**src/lsus_pkg.sv**
```systemverilog
package lsus_pkg;

	localparam int DEPTH = 16;
	localparam int CNT_W = $clog2(DEPTH + 1);
	localparam int WORD_W = 32;

	typedef logic signed [WORD_W-1:0] word_t;
	typedef logic [CNT_W-1:0] count_t;

	typedef enum logic [1:0] {
		OP_PUSH   = 2'd0,
		OP_POP    = 2'd1,
		OP_SEARCH = 2'd2,
		OP_NONE   = 2'd3
	} op_t;

	typedef enum logic [1:0] {
		ST_OK    = 2'd0,
		ST_EMPTY = 2'd1,
		ST_DUP   = 2'd2,
		ST_FULL  = 2'd3
	} status_t;

	// shift command shared by every cell of the chain
	typedef struct packed {
		logic push;
		logic pop;
	} shift_ctl_t;

endpackage

```
**src/lsus_cell.sv**
```systemverilog
module lsus_cell import lsus_pkg::*; (
	input  logic       clk,
	input  shift_ctl_t ctl,
	input  logic       occupied,
	input  word_t      key,
	input  word_t      from_above,
	input  word_t      from_below,
	output word_t      data,
	output logic       match
);

	word_t data_q;

	always_ff @(posedge clk) begin
		if (ctl.push) begin
			data_q <= from_above;
		end else if (ctl.pop) begin
			data_q <= from_below;
		end
	end

	assign data  = data_q;
	assign match = occupied && (data_q == key);

endmodule

```
**src/lifo_stack_unique_search.sv**
```systemverilog
// lifo_stack_unique_search
// A bounded stack of signed 32-bit words held in a chain of cells, top in
// cell 0. Each input word carries op (push, pop, search) and value; each
// accepted input word gives exactly one output word with status,
// popped_value and found.
// Input channel: in_valid/in_stall. Output channel: out_valid/out_stall.
// A word is accepted at a clock edge where valid is high and stall is low.
// The result sits in the output register the cycle after the input word
// is accepted. One word is taken per cycle while in_stall is low; every
// cell compares its entry with the key in the same cycle and the chain
// shifts down on push and up on pop.
// unique_mode is written through unique_mode_we/unique_mode_wdata, by the
// user only while the block is idle (not enforced by the block); with it
// set, a push of a value already held is rejected with the duplicate status.
// Reset (arst_n low) empties the stack, clears unique_mode and out_valid.
// While the receiver stalls a pending result, the output holds and in_stall
// is raised, so no further word is taken.
module lifo_stack_unique_search import lsus_pkg::*; (
	input  logic        clk,
	input  logic        arst_n,
	input  logic        unique_mode_we,
	input  logic        unique_mode_wdata,
	input  logic        in_valid,
	output logic        in_stall,
	input  logic [1:0]  op,
	input  logic signed [31:0] value,
	output logic        out_valid,
	input  logic        out_stall,
	output logic [1:0]  status,
	output logic signed [31:0] popped_value,
	output logic        found
);

	logic       unique_mode_q;
	count_t     count_q;
	logic       out_valid_q;
	status_t    status_q;
	word_t      popped_q;
	logic       found_q;

	word_t      cell_data [DEPTH];
	logic [DEPTH-1:0] cell_match;
	shift_ctl_t ctl;
	logic       fire;
	logic       any_match;
	logic       is_empty;
	logic       is_full;
	status_t    status_d;
	word_t      popped_d;
	logic       found_d;
	op_t        op_in;

	assign op_in     = op_t'(op);
	assign in_stall  = out_valid_q && out_stall;
	assign fire      = in_valid && !in_stall;
	assign is_empty  = (count_q == '0);
	assign is_full   = (count_q == CNT_W'(DEPTH));
	assign any_match = |cell_match;

	genvar i;
	generate
		for (i = 0; i < DEPTH; i++) begin : g_cell
			word_t above;
			word_t below;
			if (i == 0) begin : g_top
				assign above = value;
			end else begin : g_mid
				assign above = cell_data[i-1];
			end
			if (i == DEPTH - 1) begin : g_bot
				assign below = cell_data[i];
			end else begin : g_inner
				assign below = cell_data[i+1];
			end
			lsus_cell u_cell (
				.clk        (clk),
				.ctl        (ctl),
				.occupied   (count_q > CNT_W'(i)),
				.key        (value),
				.from_above (above),
				.from_below (below),
				.data       (cell_data[i]),
				.match      (cell_match[i])
			);
		end
	endgenerate

	always_comb begin
		ctl      = '0;
		status_d = ST_OK;
		popped_d = '0;
		found_d  = 1'b0;
		case (op_in)
			OP_PUSH: begin
				if (is_full) begin
					status_d = ST_FULL;
				end else if (unique_mode_q && !is_empty && any_match) begin
					status_d = ST_DUP;
				end else begin
					ctl.push = fire;
				end
			end
			OP_POP: begin
				if (is_empty) begin
					status_d = ST_EMPTY;
				end else begin
					ctl.pop  = fire;
					popped_d = cell_data[0];
				end
			end
			OP_SEARCH: begin
				if (is_empty) begin
					status_d = ST_EMPTY;
				end else begin
					found_d = any_match;
				end
			end
			default: begin
				status_d = ST_OK;
			end
		endcase
	end

	always_ff @(posedge clk or negedge arst_n) begin
		if (!arst_n) begin
			unique_mode_q <= 1'b0;
			count_q       <= '0;
			out_valid_q   <= 1'b0;
		end else begin
			if (unique_mode_we) begin
				unique_mode_q <= unique_mode_wdata;
			end
			if (ctl.push) begin
				count_q <= count_q + 1'b1;
			end else if (ctl.pop) begin
				count_q <= count_q - 1'b1;
			end
			if (fire) begin
				out_valid_q <= 1'b1;
			end else if (!out_stall) begin
				out_valid_q <= 1'b0;
			end
		end
	end

	// result word
	always_ff @(posedge clk) begin
		if (fire) begin
			status_q <= status_d;
			popped_q <= popped_d;
			found_q  <= found_d;
		end
	end

	assign out_valid    = out_valid_q;
	assign status       = status_q;
	assign popped_value = popped_q;
	assign found        = found_q;

	a_count_bound: assert property (@(posedge clk) disable iff (!arst_n)
		count_q <= CNT_W'(DEPTH))
		else $error("entry count above depth");

	a_push_grows: assert property (@(posedge clk) disable iff (!arst_n)
		ctl.push |=> count_q == $past(count_q) + 1'b1)
		else $error("push did not grow the stack");

	a_pop_shrinks: assert property (@(posedge clk) disable iff (!arst_n)
		ctl.pop |=> count_q == $past(count_q) - 1'b1)
		else $error("pop did not shrink the stack");

	a_dup_needs_mode: assert property (@(posedge clk) disable iff (!arst_n)
		fire && status_d == ST_DUP |-> unique_mode_q && !is_empty)
		else $error("duplicate status outside unique mode");

	a_found_nonempty: assert property (@(posedge clk) disable iff (!arst_n)
		fire && found_d |-> !is_empty && op_in == OP_SEARCH)
		else $error("found raised without a search on a filled stack");

endmodule
```
**config.mk**
```make
export PLATFORM = sky130hd
export DESIGN_NAME = lifo_stack_unique_search
export DESIGN_NICKNAME = d
export VERILOG_FILES = /design/src/lsus_pkg.sv /design/src/lsus_cell.sv /design/src/lifo_stack_unique_search.sv
export SDC_FILE = /design/constraint.sdc
export NUM_CORES = 1
export LEC_CHECK = 0
export BUFFER_PORTS_ARGS = -buffer_cell sky130_fd_sc_hd__buf_2
export CORE_UTILIZATION = 35
export CTS_CLUSTER_DIAMETER = 200
export DETAILED_ROUTE_END_ITERATION = 7
export PLACE_DENSITY_LB_ADDON = 0.1
export SYNTH_ARGS = -nofsm -noshare
export SYNTH_HDL_FRONTEND = slang
export SYNTH_HIERARCHICAL = 1
export SYNTH_SLANG_ARGS = --single-unit
```
**constraint.sdc**
```tcl
create_clock -name clk -period 7.5 [get_ports clk]
set_input_delay 1.875 -clock clk [delete_from_list [all_inputs] [get_ports clk]]
set_output_delay 1.875 -clock clk [all_outputs]
set_load 0.03 [all_outputs]
```
==> results.sh, run 1 <==
export IMPL_p_clk_frac=0.411
export IMPL_die_h_um=291.2
export IMPL_fill_cells=7751
export IMPL_maxSlewHeadroom=0.2892
export IMPL_clk_path_buf_depth=3
export IMPL_hp_class="flop to flop"
export IMPL_antenna_found_initial=9
export IMPL_dp_slack_ns=1.538
export IMPL_fin_crit_sh=0.7304
export IMPL_synth_area_mm2=0.02927
export IMPL_hold_viol=0
export IMPL_wl_per_cell_um=22.75
export IMPL_via_per_inst=5.042
export IMPL_maxSlewViolCount=0
export IMPL_rsz0062_at_grt="no"
export IMPL_final_cell_mix="edfxtp_1 (547), mux2_2 (513), xor2_1 (496), nor4_1 (116), buf_2 (76)"
export IMPL_pwr_share_comb=0.105
export IMPL_ys_top_cells_by_area="edfxtp_1 (56%), mux2_2 (20%), xor2_1 (15%)"
export IMPL_p_switching_mw=1.919
export IMPL_ys_ff_latch=554
export IMPL_vias=16170
export IMPL_tns_ns=0
export IMPL_dr_pass1_iters=5
export IMPL_leakage_nw=9.452
export IMPL_r2r_end="g_cell[11].u_cell/data[3]$_DFFE_PP_"
export IMPL_path_clk_slew_ns=0.06
export IMPL_max_freq_ghz=0.1825
export IMPL_min_delay_start="unique_mode_q$_DFFE_PN0P_"
export IMPL_r2r_cells=12
export IMPL_synth_cell_type_count=36
export IMPL_multi_input_area_mm2=0.01229
export IMPL_fin_skew_ns=0.02775
export IMPL_reg2reg_slack_ns=3.03
export IMPL_cp_required_ns=7.85
export IMPL_io_pins=77
export IMPL_post_cts_repair_setup_buffers=0
export IMPL_cts_made_buffers=68
export IMPL_holdBufCountCts=0
export IMPL_area_delta_synth_final_pct=12.89
export IMPL_netlist_instances=1975
export IMPL_core_mm2=0.08237
export IMPL_dieWidth_um=291.2
export IMPL_whs_path_depth=1
export IMPL_cp_start_kind="input port"
export IMPL_final_net_count=2134
export IMPL_ys_seq_area_frac=0.5672
export IMPL_run_status="complete, no violations"
export IMPL_postSynthAreaPerCell_um2=14.82
export IMPL_crit_type="input port to flop"
export IMPL_internal_power_mw=5.672
export IMPL_final_setup_worst_slack_ns=2.022
export IMPL_rows=105
export IMPL_io_buffers=76
export IMPL_initialDrtViolationCount=874
export IMPL_drive_gt1_frac=0.3504
export IMPL_fin_cells=3206
export IMPL_worstHoldEndpoint="unique_mode_q$_DFFE_PN0P_"
export IMPL_clk_latency_ns=0.61
export IMPL_grt_pass1_vias=16960
export IMPL_dpl_cell_count=3084
export IMPL_p_seq_frac=0.484
export IMPL_worst_slew_pin_slew_ns=1.066
export IMPL_initial_core_util=0.3553
export IMPL_synth_largest_area_cell="edfxtp_1"
export IMPL_gr_usage_all_layers=0.1698
export IMPL_post_dp_hpwl_mm=53.82
export IMPL_cts_tree="yes"
export IMPL_die_area_mm2=0.08478
export IMPL_min_period_ns=5.478
export IMPL_ant_nets=0
export IMPL_finalWirelength_mm=72.94
export IMPL_endpoint_kind="flop"
export IMPL_rr_startpoint="count_q[1]$_DFFE_PN0P_"
export IMPL_cts_resized=0
export IMPL_final_common_cell="edfxtp_1"
export IMPL_grt_overflow=0
export IMPL_syn_nets=2025
export IMPL_grt_pass1_wl_mm=108.0
export IMPL_setup_violations_final=0
export IMPL_crit_fanout=118
export IMPL_synth_top_cell_area_share=0.5612
export IMPL_cap_violations=0
export IMPL_startpoint="value[1]"
export IMPL_power_density_mw_per_mm2=229.8
export IMPL_seq_area_mm2=0.01660
export IMPL_hold_slack_ns=0.5161
export IMPL_gp_congestion=0.7868
export IMPL_switching_share=0.2528
export IMPL_worstPathArrival_ns=5.83
export IMPL_drt_drc_violations_left=0
export IMPL_peakVddDrop_mv=0.1764
export IMPL_cts_root_buf="clkbuf_16"
export IMPL_h_tree_depth=3
export IMPL_yosys_warnings=6
export IMPL_grt_max_degree=177
export IMPL_clkSinkCount=554
## power groups by stage
stage / combinational (mW) / sequential (mW) / clock [mW]
final: 0.797 / 3.67 / 3.12
after global routing: 0.870 / 3.69 / 3.35
after CTS: 0.816 / 3.67 / 3.24
after detailed placement: 0.813 / 3.73 / 0
after global placement: 0.803 / 3.73 / 0
after floorplan: 0.525 / 3.70 / 0
## routing by layer
metal	vias up	track usage	routed length (um)
li1	7681	-	-
met1	8129	0.2158	31920
met2	253	0.2996	36850
met3	101	0.02886	2744
met4	2	0.03871	1419
met5	-	0	13
## final cells by class
| cell class | count | area share |
|---|---|---|
| sequential | 554 | 0.5025 |
| multi-input combinational | 1339 | 0.3719 |
| clock buffer | 89 | 0.05518 |
| tap | 1070 | 0.04052 |
| timing repair buffer | 114 | 0.02166 |
| clock inverter | 32 | 0.007385 |
| inverter | 7 | 0.0007953 |
| antenna | 1 | 0.00007574 |
## cells in the mapped netlist
master and count:
mux2i_1 3, o311ai_0 1, a21oi_4 1, nand4_1 17, o21ai_0 11, edfxtp_1 547, a32oi_1 1, inv_1 6
ha_1 10, a21oi_1 2, nor3_2 16, xnor2_1 20, clkinv_1 1, o31ai_1 2, dfrtp_1 7, o31a_1 1
and2_0 1, and2_4 1, nor2_1 8, a21boi_0 1, or3_1 1, and2_1 1, nor3_1 18, nor4_1 116
nand3_1 34, mux2_2 513, xor2_1 496, nand2_1 8, and3_1 35, clkbuf_2 1, or4b_1 1, or2_2 17
buf_2 65, nor2b_1 2, clkbuf_1 9, nand2b_1 1
## kinds of logic after synthesis
logic type / after synthesis / synth area share
AO/OA/AOI/OAI: 20 / 0.004446
XOR/XNOR: 516 / 0.1544
adder cells (fa/ha/maj): 10 / 0.004275
buffers and inverters: 82 / 0.01334
flip-flops: 554 / 0.5672
multiplexers: 516 / 0.1984
AND/OR/NAND/NOR: 277 / 0.05789
## sequential cells by signal, indices dropped and copies added (netlist names)
name,count
status,2
out_valid,1
found,1
count_q,5
unique_mode_q,1
g_cell.u_cell/data,512
popped_value,32
## how the worst max path moves through the flow
stage | slack (ns) | depth (start not counted) | endpoint
4_1_cts | 2.18 | 11 | g_cell[0].u_cell/data[13]$_DFFE_PP_
3_5_place_dp | 1.54 | 11 | g_cell[14].u_cell/data[13]$_DFFE_PP_
5_1_grt | 1.97 | 11 | g_cell[15].u_cell/data[14]$_DFFE_PP_
3_3_place_gp | 1.59 | 11 | g_cell[13].u_cell/data[1]$_DFFE_PP_
6_report | 2.02 | 11 | g_cell[11].u_cell/data[3]$_DFFE_PP_
2_1_floorplan | 0.28 | 6 | g_cell[0].u_cell/data[0]$_DFFE_PP_
## worst max-delay path, stage by stage
cell     delay [ns]
buf_2          0.38
xor2_1         0.27
nor4_1         0.12
nand4_1        0.24
nor3_2         0.09
nor4_1         0.53
nand4_1        0.41
a21oi_4        0.49
buf_12         0.31
buf_12         0.44
mux2_2         0.42
## metrics by stage
| stage | total power, mW | instance area, um^2 | utilization |
|---|---|---|---|
| finish | 7.591 | 33040 | 0.4011 |
| global route | 7.909 | 33040 | 0.4010 |
| CTS | 7.728 | 33040 | 0.4010 |
| detailed placement | 4.547 | 30970 | 0.3760 |
| global placement | 4.532 | 30970 | 0.3760 |
| floorplan | 4.226 | 29270 | - |
Note: power is estimated with default switching activity, not from simulation.
==> run 2, diff against run 1 <==
==> constraint.sdc (replaced) <==
create_clock -name clk -period 4.5 [get_ports clk]
set_input_delay 1.125 -clock clk [delete_from_list [all_inputs] [get_ports clk]]
set_output_delay 1.125 -clock clk [all_outputs]
set_load 0.03 [all_outputs]
==> run 2 against run 1 <==
  * Clock skew down 0.0033 ns
  * Flip-flop and latch count did not move
  * Hold slack worse by 0.15 ns
  * Critical path depth rose by 2
  * Cell count is 3.7% higher
  * First-iteration DRC count fell by 11%
  * Setup slack lost 1.7 ns
==> results.sh, run 2 (synthesis gave the netlist of run 1 again) <==
export IMPL_grt_max_degree=71
export IMPL_initial_core_util=0.3553
export IMPL_area_delta_synth_final_pct=18.28
export IMPL_rr_startpoint="count_q[0]$_DFFE_PN0P_"
export IMPL_tns_ns=0
export IMPL_endpoint_kind="flop"
export IMPL_final_common_cell="edfxtp_1"
export IMPL_gp_congestion=0.8004
export IMPL_internal_power_mw=9.844
export IMPL_min_period_ns=4.169
export IMPL_final_net_count=2251
export IMPL_slowest_delay_ns=0.61
export IMPL_drive_gt1_frac=0.3882
export IMPL_cp_depth=13
export IMPL_clkSinkCount=554
export IMPL_core_mm2=0.08237
export IMPL_grt_pass1_wl_mm=111.5
export IMPL_worst_slew_pin_slew_ns=0.9195
export IMPL_final_cell_mix="edfxtp_1 (547), mux2_2 (513), xor2_1 (496), nor4_1 (116), buf_4 (104)"
export IMPL_worstSetupEndpoint="g_cell[15].u_cell/data[27]$_DFFE_PP_"
export IMPL_cpMaxStageDelayCell="nor4_1"
export IMPL_clk_latency_ns=0.61
export IMPL_initialDrtViolationCount=782
export IMPL_fin_crit_sh=0.9265
export IMPL_die_h_um=291.2
export IMPL_r2r_cells=12
export IMPL_setup_violations_final=0
export IMPL_crit_family="simple AND/OR/NAND/NOR gates"
export IMPL_place_area_mm2=0.03239
export IMPL_leakage_nw=10.27
export IMPL_switching_share=0.2500
export IMPL_h_tree_depth=3
export IMPL_met3_length_mm=2.249
export IMPL_path_clk_slew_ns=0.06
export IMPL_peakVddDrop_mv=0.2309
export IMPL_worstPathArrival_ns=4.51
export IMPL_p_total_mw=13.13
export IMPL_max_freq_ghz=0.2399
export IMPL_fill_cells=7667
export IMPL_p_clk_frac=0.421
export IMPL_vias=16560
export IMPL_final_area_mm2=0.03462
export IMPL_maxSlewHeadroom=0.3792
export IMPL_cp_start_kind="input port"
export IMPL_gr_usage_all_layers=0.1751
export IMPL_cts_made_buffers=70
export IMPL_fin_skew_ns=0.02447
export IMPL_startpoint="value[13]"
export IMPL_io_pins=77
export IMPL_grt_overflow=0
export IMPL_maxSlewViolCount=0
export IMPL_finalWirelength_mm=74.42
export IMPL_grt_pass1_vias=17630
export IMPL_rsz0062_at_grt="no"
export IMPL_seq_area_mm2=0.01660
export IMPL_cap_violations=0
export IMPL_dr_max_layer_used="met4"
export IMPL_run_status="complete, no violations"
export IMPL_holdBufCountCts=0
export IMPL_cts_root_buf="clkbuf_16"
export IMPL_via_per_inst=4.977
export IMPL_reg2reg_slack_ns=0.60
export IMPL_hp_class="input port to async pin"
export IMPL_r2r_end="g_cell[15].u_cell/data[27]$_DFFE_PP_"
export IMPL_dr_pass1_iters=4
export IMPL_wl_met2_mm=36.80
export IMPL_cp_required_ns=4.84
export IMPL_crit_chain="buf_2 > xor2_1 > nor4_1 > buf_4 > nand4_1 > buf_4 > nor3_2 > nor4_1 > nand4_1 > a21oi_4 > buf_12 > buf_12 > mux2_2"
export IMPL_rows=105
export IMPL_largest_register_ffs=512
export IMPL_cts_tree="yes"
export IMPL_p_seq_frac=0.466
export IMPL_cts_resized=0
export IMPL_crit_fanout=70
export IMPL_dpl_cell_count=3199
export IMPL_p_switching_mw=3.281
export IMPL_fin_cells=3326
export IMPL_ant_nets=0
export IMPL_die_area_mm2=0.08478
export IMPL_post_cts_repair_setup_buffers=0
export IMPL_io_buffers=76
export IMPL_clk_path_buf_depth=3
export IMPL_post_dp_hpwl_mm=56.61
export IMPL_antenna_found_initial=6
export IMPL_multi_input_area_mm2=0.01229
export IMPL_wl_per_cell_um=22.38
export IMPL_path_buf_inv=5
export IMPL_drt_drc_violations_left=0
export IMPL_pwr_share_comb=0.113
export IMPL_hold_viol=0
export IMPL_crit_type="input port to flop"
export IMPL_power_density_mw_per_mm2=379.1
export IMPL_wl_met1_mm=33.75
export IMPL_dieWidth_um=291.2
==> run 2: final cells by class <==
type	count	area share
sequential	554	0.4795
multi-input combinational	1339	0.3549
timing repair buffer	229	0.06188
clock buffer	88	0.05407
tap	1070	0.03867
clock inverter	37	0.01001
inverter	7	0.0007590
antenna	2	0.0001446
==> run 2: how the worst min path moves through the flow <==
stage | slack, ns | cells after the start | startpoint | end
after detailed placement | 0.51 | 1 | unique_mode_q$_DFFE_PN0P_ | unique_mode_q$_DFFE_PN0P_
after floorplan | 0.48 | 1 | unique_mode_q$_DFFE_PN0P_ | unique_mode_q$_DFFE_PN0P_
after CTS | 0.33 | 1 | arst_n | count_q[1]$_DFFE_PN0P_
final | 0.36 | 1 | arst_n | count_q[1]$_DFFE_PN0P_
after global routing | 0.34 | 1 | arst_n | count_q[1]$_DFFE_PN0P_
after global placement | 0.50 | 1 | unique_mode_q$_DFFE_PN0P_ | unique_mode_q$_DFFE_PN0P_
==> run 2: metrics by stage <==
stage,hold WS (ns),setup slack [ns],util
2_1_floorplan,0.4807,0.1336,-
3_3_place_gp,0.4996,-0.1795,0.3933
3_5_place_dp,0.5132,-0.2154,0.3933
4_1_cts,0.3341,0.4288,0.4202
5_1_grt,0.3407,0.2755,0.4202
6_report,0.3626,0.3309,0.4203
==> run 2: power by group through the flow <==
stage	registers, mW	clock network (mW)	logic, mW
floorplan	6.17	0	0.875
global placement	6.21	0	1.49
detailed placement	6.22	0	1.51
CTS	6.11	5.73	1.52
global route	6.14	5.91	1.62
finish	6.12	5.53	1.48
==> run 2: worst register-to-register path, stage by stage, from the launching register on <==
cell     delay [ns]
dfrtp_1        0.52
ha_1           0.32
and3_1         0.19
ha_1           0.18
nor2b_1        0.06
nand3_1        0.14
nor3_2         0.07
nor4_1         0.50
nand4_1        0.32
a21oi_4        0.30
buf_12         0.22
buf_12         0.36
mux2_2         0.44
==> run 2: metal layers <==
| layer | GRT usage | up-vias |
|---|---|---|
| li1 | - | 7931 |
| met1 | 0.2280 | 8315 |
| met2 | 0.2995 | 213 |
| met3 | 0.02901 | 96 |
| met4 | 0.04749 | 0 |
| met5 | 0 | - |
